==> config.mk <==
export PLATFORM = sky130hd
export DESIGN_NAME = ordered_list_engine
export DESIGN_NICKNAME = d
export VERILOG_FILES = /design/src/rtl/ole_pkg.sv /design/src/rtl/ole_cell.sv /design/src/rtl/ole_chain.sv /design/src/rtl/ordered_list_engine.sv
export SDC_FILE = /design/constraint.sdc
export NUM_CORES = 2
export LEC_CHECK = 0
export ABC_AREA = 1
export CELL_PAD_IN_SITES_DETAIL_PLACEMENT = 2
export CELL_PAD_IN_SITES_GLOBAL_PLACEMENT = 2
export CORE_MARGIN = 3
export CORE_UTILIZATION = 37
export DETAILED_ROUTE_END_ITERATION = 12
export DONT_BUFFER_PORTS = 1
export GPL_TIMING_DRIVEN = 0
export HOLD_SLACK_MARGIN = 0.12
export PLACE_DENSITY_LB_ADDON = 0.1
export SETUP_SLACK_MARGIN = 0.02
export SLEW_MARGIN = 20
export SYNTH_ARGS = -nofsm -noshare
export SYNTH_HDL_FRONTEND = slang
export SYNTH_SLANG_ARGS = --single-unit
==> constraint.sdc <==
create_clock -name clk -period 7 [get_ports clk]
set_clock_uncertainty 0.05 [all_clocks]
set_input_delay 0.35 -clock clk [delete_from_list [all_inputs] [get_ports clk]]
set_output_delay 0.35 -clock clk [all_outputs]
set_load 0.005 [all_outputs]
==> src/rtl/ole_pkg.sv <==
// Package for the ordered list engine: sizes, command and status codes,
// controller states and the control word shared by the row of list cells.
// No dependencies.
`timescale 1ns / 1ps
`default_nettype none

package ole_pkg;

	localparam int LIST_DEPTH = 16;
	localparam int IDX_W      = $clog2(LIST_DEPTH);
	localparam int CNT_W      = $clog2(LIST_DEPTH + 1);
	localparam int WORD_W     = 32;
	localparam int KIND_W     = 3;
	localparam int POS_W      = 5;
	localparam int STAT_W     = 2;
	localparam int CMP_W      = (CNT_W > POS_W) ? CNT_W : POS_W;

	localparam logic [KIND_W-1:0] KIND_CLEAR   = 3'd0;
	localparam logic [KIND_W-1:0] KIND_INSERT  = 3'd1;
	localparam logic [KIND_W-1:0] KIND_DELETE  = 3'd2;
	localparam logic [KIND_W-1:0] KIND_REVERSE = 3'd3;
	localparam logic [KIND_W-1:0] KIND_DUMP    = 3'd4;

	localparam logic [STAT_W-1:0] STAT_OK     = 2'd0;
	localparam logic [STAT_W-1:0] STAT_BADPOS = 2'd1;
	localparam logic [STAT_W-1:0] STAT_FULL   = 2'd2;
	localparam logic [STAT_W-1:0] STAT_EMPTY  = 2'd3;

	typedef enum logic [1:0] {
		S_IDLE,
		S_EXEC,
		S_DUMP
	} state_t;

	typedef enum logic [1:0] {
		SH_HOLD,
		SH_UP,
		SH_DOWN
	} shift_t;

	typedef struct packed {
		shift_t             act;
		logic [IDX_W-1:0]   lo;
		logic [IDX_W-1:0]   hi;
		logic [WORD_W-1:0]  bus;
	} cell_ctl_t;

endpackage

`default_nettype wire

==> src/rtl/ole_cell.sv <==
// One list cell: holds one word and takes its neighbor's word, the broadcast
// word or keeps its own, as the shared control word says.
// Depends on ole_pkg.
`timescale 1ns / 1ps
`default_nettype none

module ole_cell import ole_pkg::*; (
	input  wire logic              clk,
	input  wire logic [IDX_W-1:0]  idx,
	input  wire cell_ctl_t         ctl,
	input  wire logic [WORD_W-1:0] left,
	input  wire logic [WORD_W-1:0] right,
	output logic [WORD_W-1:0]      word
);

	logic [WORD_W-1:0] word_q;
	logic [WORD_W-1:0] word_d;

	always_comb begin
		word_d = word_q;
		case (ctl.act)
			SH_UP: begin
				if (idx == ctl.lo) begin
					word_d = ctl.bus;
				end else if (idx > ctl.lo) begin
					word_d = left;
				end
			end
			SH_DOWN: begin
				if (idx == ctl.hi) begin
					word_d = ctl.bus;
				end else if (idx >= ctl.lo && idx < ctl.hi) begin
					word_d = right;
				end
			end
			default: begin
				word_d = word_q;
			end
		endcase
	end

	always_ff @(posedge clk) begin
		word_q <= word_d;
	end

	assign word = word_q;

endmodule

`default_nettype wire

==> src/rtl/ole_chain.sv <==
// Row of list cells, each linked to both neighbors, with one read port that
// picks the word at a chosen cell.
// Depends on ole_pkg and ole_cell.
`timescale 1ns / 1ps
`default_nettype none

module ole_chain import ole_pkg::*; (
	input  wire logic              clk,
	input  wire cell_ctl_t         ctl,
	input  wire logic [IDX_W-1:0]  rd_idx,
	output logic [WORD_W-1:0]      rd_data
);

	logic [WORD_W-1:0] words [LIST_DEPTH];

	for (genvar g = 0; g < LIST_DEPTH; g++) begin : g_cell
		logic [WORD_W-1:0] left_w;
		logic [WORD_W-1:0] right_w;

		if (g == 0) begin : g_first
			assign left_w = '0;
		end else begin : g_mid_l
			assign left_w = words[g-1];
		end

		if (g == LIST_DEPTH - 1) begin : g_final
			assign right_w = '0;
		end else begin : g_mid_r
			assign right_w = words[g+1];
		end

		ole_cell u_cell (
			.clk   (clk),
			.idx   (IDX_W'(g)),
			.ctl   (ctl),
			.left  (left_w),
			.right (right_w),
			.word  (words[g])
		);
	end

	assign rd_data = words[rd_idx];

endmodule

`default_nettype wire

==> src/rtl/ordered_list_engine.sv <==
// Ordered list engine: bounded list of signed words edited by commands.
// Depends on ole_pkg and ole_chain.
//
// Usage:
// The slave stream takes one command word at a time: tuser holds the kind
// (clear, insert, delete, reverse, dump) and tdata holds position and value.
// The master stream returns result words of value, status and element count;
// tlast marks the final result of each command. Every command but dump gives
// one result; dump gives one result per element, or one empty-status result.
// The list is kept in a row of cells in physical order plus an order flag;
// insert and delete shift the cells above the edit point, and reverse only
// toggles the flag.
// A command is captured into the command registers; its result is loaded
// into the output register from the execute state once that is free. A
// non-empty dump yields one element per cycle from the dump state unless the
// receiver stalls, as the cells rotate once around the list.
// A command is taken only while the engine is idle, but it can be taken while
// the previous result still waits in the output register.
// When the receiver stalls, the engine holds its result and waits; no result
// is lost. Reset empties the list and clears the order flag; cell contents
// are not cleared and are never read before they are written.
`timescale 1ns / 1ps
`default_nettype none

module ordered_list_engine import ole_pkg::*; (
	input  wire logic        clk,
	input  wire logic        arst_n,
	input  wire logic        s_tvalid,
	output logic             s_tready,
	input  wire logic [39:0] s_tdata,  // position[4:0], value[36:5], zero fill
	input  wire logic [2:0]  s_tuser,  // kind[2:0]
	output logic             m_tvalid,
	input  wire logic        m_tready,
	output logic [39:0]      m_tdata,  // value_res[31:0], status[33:32], count[38:34]
	output logic             m_tlast
);

	state_t              state_q, state_d;
	logic [KIND_W-1:0]   kind_q;
	logic [POS_W-1:0]    pos_q;
	logic [WORD_W-1:0]   value_q;
	logic [CNT_W-1:0]    count_q, count_d;
	logic                flip_q, flip_d;
	logic [IDX_W-1:0]    dcnt_q, dcnt_d;

	logic                out_valid_q;
	logic [WORD_W-1:0]   out_value_q, out_value_d;
	logic [STAT_W-1:0]   out_status_q, out_status_d;
	logic [CNT_W-1:0]    out_count_q;
	logic                out_last_q, out_last_d;
	logic                out_load;
	logic                out_free;

	cell_ctl_t           ctl;
	logic [IDX_W-1:0]    rd_idx;
	logic [WORD_W-1:0]   rd_data;

	logic [CMP_W-1:0]    cnt_x, pos_x;
	logic                ins_bad, ins_full, del_bad, dump_end;
	logic [IDX_W-1:0]    ins_k, del_k, tail_idx;

	assign out_free = !out_valid_q || m_tready;
	assign cnt_x    = CMP_W'(count_q);
	assign pos_x    = CMP_W'(pos_q);
	assign ins_bad  = pos_x > cnt_x;
	assign ins_full = count_q == CNT_W'(LIST_DEPTH);
	assign del_bad  = (pos_x == '0) || (pos_x > cnt_x);
	assign ins_k    = flip_q ? IDX_W'(cnt_x - pos_x) : IDX_W'(pos_x);
	assign del_k    = flip_q ? IDX_W'(cnt_x - pos_x) : IDX_W'(pos_x - CMP_W'(1));
	assign tail_idx = IDX_W'(count_q - CNT_W'(1));
	assign dump_end = (CNT_W'(dcnt_q) + CNT_W'(1)) == count_q;

	ole_chain u_chain (
		.clk     (clk),
		.ctl     (ctl),
		.rd_idx  (rd_idx),
		.rd_data (rd_data)
	);

	always_comb begin
		state_d = state_q;
		case (state_q)
			S_IDLE: begin
				if (s_tvalid) begin
					state_d = S_EXEC;
				end
			end
			S_EXEC: begin
				if (out_free) begin
					if (kind_q == KIND_DUMP && count_q != '0) begin
						state_d = S_DUMP;
					end else begin
						state_d = S_IDLE;
					end
				end
			end
			S_DUMP: begin
				if (out_free && dump_end) begin
					state_d = S_IDLE;
				end
			end
			default: begin
				state_d = S_IDLE;
			end
		endcase
	end

	always_comb begin
		s_tready     = 1'b0;
		out_load     = 1'b0;
		out_value_d  = '0;
		out_status_d = STAT_OK;
		out_last_d   = 1'b1;
		count_d      = count_q;
		flip_d       = flip_q;
		dcnt_d       = dcnt_q;
		rd_idx       = '0;
		ctl.act      = SH_HOLD;
		ctl.lo       = '0;
		ctl.hi       = '0;
		ctl.bus      = rd_data;
		case (state_q)
			S_IDLE: begin
				s_tready = 1'b1;
				dcnt_d   = '0;
			end
			S_EXEC: begin
				rd_idx = del_k;
				if (out_free) begin
					case (kind_q)
						KIND_CLEAR: begin
							out_load = 1'b1;
							count_d  = '0;
							flip_d   = 1'b0;
						end
						KIND_INSERT: begin
							out_load = 1'b1;
							if (ins_bad) begin
								out_status_d = STAT_BADPOS;
							end else if (ins_full) begin
								out_status_d = STAT_FULL;
							end else begin
								ctl.act = SH_UP;
								ctl.lo  = ins_k;
								ctl.bus = value_q;
								count_d = count_q + CNT_W'(1);
							end
						end
						KIND_DELETE: begin
							out_load = 1'b1;
							if (del_bad) begin
								out_status_d = STAT_BADPOS;
							end else begin
								out_value_d = rd_data;
								ctl.act     = SH_DOWN;
								ctl.lo      = del_k;
								ctl.hi      = IDX_W'(LIST_DEPTH - 1);
								count_d     = count_q - CNT_W'(1);
							end
						end
						KIND_REVERSE: begin
							out_load = 1'b1;
							flip_d   = !flip_q;
						end
						KIND_DUMP: begin
							if (count_q == '0) begin
								out_load     = 1'b1;
								out_status_d = STAT_EMPTY;
							end
						end
						default: begin
							out_load = 1'b1;
						end
					endcase
				end
			end
			S_DUMP: begin
				rd_idx = flip_q ? tail_idx : '0;
				if (out_free) begin
					out_load    = 1'b1;
					out_value_d = rd_data;
					out_last_d  = dump_end;
					dcnt_d      = dcnt_q + IDX_W'(1);
					if (flip_q) begin
						ctl.act = SH_UP;
						ctl.lo  = '0;
					end else begin
						ctl.act = SH_DOWN;
						ctl.lo  = '0;
						ctl.hi  = tail_idx;
					end
				end
			end
			default: begin
				s_tready = 1'b0;
			end
		endcase
	end

	always_ff @(posedge clk or negedge arst_n) begin
		if (!arst_n) begin
			state_q     <= S_IDLE;
			count_q     <= '0;
			flip_q      <= 1'b0;
			dcnt_q      <= '0;
			out_valid_q <= 1'b0;
		end else begin
			state_q <= state_d;
			count_q <= count_d;
			flip_q  <= flip_d;
			dcnt_q  <= dcnt_d;
			if (out_load) begin
				out_valid_q <= 1'b1;
			end else if (m_tready) begin
				out_valid_q <= 1'b0;
			end
		end
	end

	always_ff @(posedge clk) begin
		if (s_tvalid && s_tready) begin
			kind_q  <= s_tuser;
			pos_q   <= s_tdata[4:0];
			value_q <= s_tdata[36:5];
		end
		if (out_load) begin
			out_value_q  <= out_value_d;
			out_status_q <= out_status_d;
			out_count_q  <= count_d;
			out_last_q   <= out_last_d;
		end
	end

	assign m_tvalid = out_valid_q;
	assign m_tdata  = {1'b0, POS_W'(out_count_q), out_status_q, out_value_q};
	assign m_tlast  = out_last_q;

endmodule

`default_nettype wire

Word level (Yosys, flattened, before mapping)
Index checks and enable logic that the tools add are counted.
{"block": "op_classes", "addsub": 6, "n_lt_le_gt_ge": 50, "n_eq_ne": 76, "muxes": 133, "n_bitwise": 1, "n_reduce_logical": 55}
{"cell": "2-to-1 mux 32 bit", "n": 74}
{"cell": "one-hot mux 32 bit (2 select lines)", "n": 17}
{"cell": "binary-select mux 32 bit (select 4 bit)", "n": 1}
{"cell": "inequality test 3 bit, second input constant", "n": 32}
{"cell": "equality test 4 bit, first input constant", "n": 16}
{"cell": "AND reduction 3 bit", "n": 18}
{"cell": "2-to-1 mux 42 bit", "n": 1}
{"cell": "equality test 3 x 4 -> 1 bit, first input constant", "n": 8}
{"cell": "greater-or-equal comparator 4 bit, first input constant", "n": 8}
{"cell": "greater-than comparator 4 bit, first input constant", "n": 8}
{"cell": "< comparator 4 bit, first input constant", "n": 8}
{"cell": "2-to-1 mux 5 bit", "n": 6}
{"cell": "2-to-1 mux 4 bit", "n": 6}
{"cell": "2-to-1 mux 10 bit", "n": 2}
{"cell": "one-hot mux 10 bit (2 select lines)", "n": 1}
{"cell": "logical AND 1 bit", "n": 19}
{"cell": "equality test 2 x 4 -> 1 bit, first input constant", "n": 4}
{"cell": "greater-or-equal comparator 3 x 4 -> 1 bit, first input constant", "n": 4}
{"cell": "greater-than comparator 3 x 4 -> 1 bit, first input constant", "n": 4}
{"cell": "< comparator 3 x 4 -> 1 bit, first input constant", "n": 4}
{"cell": "one-hot mux 4 bit (2 select lines)", "n": 2}
{"cell": "one-hot mux 5 bit (3 select lines)", "n": 1}
{"cell": "2-to-1 mux 2 bit", "n": 7}
{"cell": "2-to-1 mux 6 bit", "n": 2}
{"cell": "other kinds (37)", "n": 68}
{"block": "totals", "reg_bits": 605, "in_bits": 47, "output_inout_bits": 43, "word_cells": 349}

Logic depth before layout (Yosys ltp)
{"block": "logic_depth", "depth_word": 17, "ltp_mapped": 25, "mapped_depth_nobuf": 19}

Modules after synthesis
A second synthesis with hierarchy kept.
{"block": "unflattened", "hier_cells": 6228, "hier_area_um2": 45331.0}
{"module": "ole_cell", "instances": 16, "cells_each": 261, "area_per_inst_um2": 2110.8, "seq_area_each_um2": 960.9}
{"module": "ole_chain", "instances": 1, "cells_each": 1551, "area_per_inst_um2": 6617.6, "seq_area_each_um2": 0.0}
{"module": "ordered_list_engine", "instances": 1, "cells_each": 501, "area_per_inst_um2": 4941.0, "seq_area_each_um2": 2727.6}

Worst setup path after synthesis
Ideal clock, no wire load.
{"block": "synth_path", "path_type": "reg-to-reg", "from": "register pos_q[2]", "to": "register u_chain.g_cell[13].u_cell.word_q[0], enable pin", "setup_time_ns": 0.432, "arrival_time_ns": 5.176, "t_required_ns": 6.518, "slack_ns": 1.342, "stages_incl_launch_ff": 22, "n_path_buf": 6, "period_less_slack_ns": 5.658, "path_cell_list": "edfxtp_1 inv_1 ha_1 nand2_1 nor2_1 nand2_1 nand2_2 nand3_1 nor2_2 inv_2 buf_2 buf_2 o22ai_1 inv_1 ha_1 clkbuf_1 clkinv_1 clkbuf_1 clkbuf_1 clkbuf_1 nand2_1 a21oi_1"}
{"block": "synth_via", "elab_chain_len": 11, "elab_cells_between_ends": 26, "classes_between": "2 x add/sub; 4 x order compare; 6 x eq/ne; 9 x mux; 5 x reduce/logical"}
{"item": "start, declared", "line": "ordered_list_engine.sv:40", "source": "logic [POS_W-1:0] pos_q;"}
{"item": "start signal, assigned", "line": "ordered_list_engine.sv:223", "source": "pos_q <= s_tdata[4:0];"}
{"item": "subtractor 4 bit", "line": "ordered_list_engine.sv:68, ordered_list_engine.sv:69"}
{"item": "2-to-1 mux 4 bit", "line": "ordered_list_engine.sv:68", "source": "assign ins_k = flip_q ? IDX_W'(cnt_x - pos_x) : IDX_W'(pos_x);"}
{"item": "2-to-1 mux 5 bit", "line": "ordered_list_engine.sv:140", "source": "end else if (ins_full) begin"}
{"item": "2-to-1 mux 6 bit", "line": "ordered_list_engine.sv:138", "source": "if (ins_bad) begin"}
{"item": "one-hot mux 6 bit (2 select lines)", "line": "ordered_list_engine.sv:130", "source": "case (kind_q)"}
{"item": "2-to-1 mux 42 bit *", "line": "ordered_list_engine.sv:129", "source": "if (out_free) begin"}
{"item": "one-hot mux 10 bit (2 select lines) *", "line": "ordered_list_engine.sv:122", "source": "case (state_q)"}
{"item": "greater-or-equal comparator 4 bit", "line": "ole_cell.sv:32", "source": "end else if (idx >= ctl.lo && idx < ctl.hi) begin"}
{"item": "logical AND 1 bit", "line": "ole_cell.sv:32"}
{"item": "inequality test 3 bit (no line)"}
{"item": "AND reduction 3 bit (no line) *"}
{"item": "end signal, assigned", "line": "ole_cell.sv:43", "source": "word_q <= word_d;"}
{"item": "end, declared", "line": "ole_cell.sv:16", "source": "logic [WORD_W-1:0] word_q;"}
Every way passes the cells marked *; elsewhere a longest branch is shown, timed or not.
A chain may end at the register's enable or synchronous reset.

Worst setup path in the final report
{"block": "layout_path", "from": "register count_q[3], in the netlist cnt_x[3]", "to": "register u_chain.g_cell[13].u_cell.word_q[19], enable pin"}
{"block": "layout_via", "elab_chain_len": 11, "elab_cells_between_ends": 28, "classes_between": "2 x add/sub; 4 x order compare; 7 x eq/ne; 11 x mux; 4 x reduce/logical"}
{"item": "start, declared", "line": "ordered_list_engine.sv:42", "source": "logic [CNT_W-1:0] count_q, count_d;"}
{"item": "start signal, assigned", "line": "ordered_list_engine.sv:209", "source": "count_q <= count_d;"}
{"item": "subtractor 4 bit", "line": "ordered_list_engine.sv:68, ordered_list_engine.sv:69"}
{"item": "2-to-1 mux 4 bit", "line": "ordered_list_engine.sv:68"}
{"item": "2-to-1 mux 5 bit", "line": "ordered_list_engine.sv:140"}
{"item": "2-to-1 mux 6 bit", "line": "ordered_list_engine.sv:138"}
{"item": "one-hot mux 6 bit (2 select lines)", "line": "ordered_list_engine.sv:130"}
{"item": "2-to-1 mux 42 bit", "line": "ordered_list_engine.sv:129"}
{"item": "one-hot mux 10 bit (2 select lines) *", "line": "ordered_list_engine.sv:122"}
{"item": "greater-or-equal comparator 4 bit", "line": "ole_cell.sv:32"}
{"item": "logical AND 1 bit", "line": "ole_cell.sv:32"}
{"item": "inequality test 3 bit (no line)"}
{"item": "AND reduction 3 bit (no line) *"}
Marks and branches as above.

==> reports/metrics.cfg <==
[run_status]
status = complete, no violations

[timing]
tightestPinTransition_ns = 1.21
setup_tns_ns = 0
hold_viol_final = 0
timing.final.crit_share = 0.986
finalCriticalPeriod_ns = 6.90
layout_setup_ws_ns = 0.0967
clock.fmax_mhz = 145
finalSetupViolations = 0
finalMaxSlewViolations = 0
rsz0062_at_grt = no
relSlewSlack = 0.189

[synthesis]
yosysWarnings = 0
synth-edff-count = 592
yosys-mux-area-fraction = 0
synth_top_family_by_area = simple AND/OR/NAND/NOR gates
synthArstFlopShare = 0.0215
synth_compound_area_frac = 0.0511
ys_seq_elements = 605
synth-simple-area-share = 0.406
yosysSeqAreaShare = 0.428
synth_cells = 6204
synth_xor_area_frac = 0.00145
yosys_most_used_dff = edfxtp_1
avgSynthCellArea_um2 = 6.82
synth_area_leaders = edfxtp_1 (42%), nand2_1 (18%), nand3_1 (17%)
synth_nets = 6271
synth_top_cell_by_area = edfxtp_1
synth_top_area_frac = 0.420
synthAdderAreaFrac = 0.00610
syn-cell-area_mm2 = 0.0423
synth_cell_types = 39

[detailed_routing]
drt_pass1_iterations = 6
ant_nets = 0
drt_wl_total_um = 233000
drc = 0
drt_iter0_drc = 5120
vias = 45999
wl_per_cell_um = 29.4
vias_per_cell = 5.81

[setup_path]
cp_common_cell = nand2_1
max_stage_delay_ns = 0.62
crit_fanout = 21
end_kind = flop
slowest_stage = a21oi_4
required_ns = 7.34
r2r_end = u_chain.g_cell[13].u_cell.word[19]
critPathArrivalTime_ns = 7.24
critical_path.cell_chain = inv_1 -> ha_1 -> nand2_1 -> nor2_1 -> nand2_1 -> nand2_2 -> nand3_1 -> nor2_2 -> inv_2 -> buf_2 -> buf_2 -> o22ai_1 -> inv_1 -> ha_1 -> clkbuf_1 -> clkinv_1 -> clkbuf_2 -> clkbuf_2 -> nand2_1 -> a21oi_4 -> buf_16
critPathLaunchType = flop
r2r_slack_ns = 0.1
crit_family = buffers and inverters
r2r_cells = 21
critical_path_class = reg2reg
critPathBufInv = 10
r2r_start = cnt_x[3]

[floorplan]
rows = 123
start_util = 0.374
die-width_um = 344
fp.dieH_um = 344
die_area_mm2 = 0.118
core_area_mm2 = 0.113
ioPinCount = 90

[clock_tree]
numCtsBuffers = 78
root_buffer = clkbuf_16
tritoncts = built
clk_latency_ns = 0.69
cts_htree_levels = 3
cts_buffer_depth = 3
clock_sinks = 605
clk_pin_slew_ns = 0.06

[layout]
drive_above_1_share = 0.0598
stdcell_count = 7912
stdcell_area_mm2 = 0.0477
nets = 6410
layout_common_cells = nand2_1 (2,078), nand3_1 (1,415), inv_1 (722)
final_common_cell = nand2_1
synthToLayoutAreaGrowth_pct = 12.9

[pwr]
ir_drop_v = 0.000249
leakage_nw = 21.7
power_density_mw_per_mm2 = 446

[global_routing]
antenna_found_initial = 8
grt_usage = 0.384
grt_pass1_vias = 47561
overflow = 0
grt_first_pass_wirelength_um = 330000
grt_max_degree = 40

[placement]
dp_cells = 7721
dpl_cell_area_mm2 = 0.0447
port-buffer-count = 0
hpwl_um = 190000
place_congestion = 0.986
place_ws_ns = -1.07

[min_path]
hp-class = in2async

[flow_run]
maxCapViolCount = 0

state kept, by name, summed over array words and instances (netlist names), 2 cells and up:
signal / flops
value_q: 32
out_count_q: 5
out_status_q: 2
state_q: 2
dcnt_q: 4
u_chain.g_cell.u_cell.word: 512
pos_q: 5
cnt_x: 5
out_value_q: 32
kind_q: 3
stage by stage:
stage | total power, mW | utilization | hold WS (ns)
floorplan | 10.9 | - | 0.00441
global placement | 15.8 | 0.391 | 0.00479
detailed placement | 16.4 | 0.396 | 0.00487
CTS | 20.7 | 0.422 | 0.122
global route | 21.9 | 0.422 | 0.157
finish | 21.3 | 0.423 | 0.133
repair_timing:
action                                  4_1_cts  5_1_grt
hold endpoints to repair                     60        0
buffers inserted                              0        0
gates resized for setup                       2        0
hold buffers                                 43        0
endpoints found under the setup margin      112       53
worst max path at each step:
stage                                                    end        from  cells after the start
after floorplan            u_chain.g_cell[13].u_cell.word[0]    pos_q[2]                     21
after global placement    u_chain.g_cell[13].u_cell.word[18]  state_q[0]                     17
after detailed placement  u_chain.g_cell[13].u_cell.word[19]  state_q[0]                     18
after CTS                 u_chain.g_cell[13].u_cell.word[20]  state_q[0]                     17
after global routing       u_chain.g_cell[13].u_cell.word[2]    cnt_x[3]                     21
final                     u_chain.g_cell[13].u_cell.word[19]    cnt_x[3]                     21
Yosys cell counts (3+ instances only):
cell type and number:
buf_2 135, nor2_2 8, nor3_1 3, or2_1 9
o21ai_1 3, a31oi_1 4, nand2_2 25, buf_1 37
or2_2 25, nor4_1 4, inv_2 12, nor2_1 387
xor2_1 5, nand4_1 13, nand2_1 2080, ha_1 19
nand3_1 1415, clkbuf_1 214, nand3b_1 34, a21oi_2 4
buf_4 16, o21ai_0 28, edfxtp_1 592, o22ai_1 4
inv_1 725, a21oi_1 374, dfrtp_1 13
power by group:
group | internal, mW | switching [mW] | total (mW) | leakage [nW]
clock | 2.41 | 1.82 | 4.23 | 1.23
sequential | 4.84 | 0.405 | 5.25 | 5.54
combinational | 2.16 | 9.66 | 11.8 | 15.0
worst reg2reg max path: stages, from the launching register on:
cell      delay, ns
dfrtp_1        0.44
inv_1          0.19
ha_1           0.40
nand2_1        0.10
nor2_1         0.19
nand2_1        0.09
nand2_2        0.16
nand3_1        0.20
nor2_2         0.46
inv_2          0.16
buf_2          0.23
buf_2          0.24
o22ai_1        0.21
inv_1          0.07
ha_1           0.18
clkbuf_1       0.31
clkinv_1       0.62
clkbuf_2       0.56
clkbuf_2       0.54
nand2_1        0.30
a21oi_4        0.63
buf_16         0.26
metal layers:
layer  global-route usage  wire, um
met2                0.595    102000
met3               0.0818     20700
met5                    0         0
met1                0.531    102000
met4                0.133      8820
cell families after synthesis:
family,count (synthesis)
AND/OR/NAND/NOR,4007
buffers and inverters,1141
flip-flops,605
AO/OA/AOI/OAI,423
adder cells (fa/ha/maj),20
XOR/XNOR,7
other,1
area by class of cell:
cell class / count / area, um2
Antenna cell: 4 / 10.0
Buffer: 400 / 1740
Clock buffer: 98 / 2120
Clock inverter: 47 / 435
Fill cell: 13588 / 65200
Inverter: 739 / 2780
Multi-Input combinational cell: 4458 / 19800
Sequential cell: 605 / 18100
Tap cell: 1500 / 1880
Timing Repair Buffer: 61 / 865
Note: power is estimated with default switching activity, not from simulation.
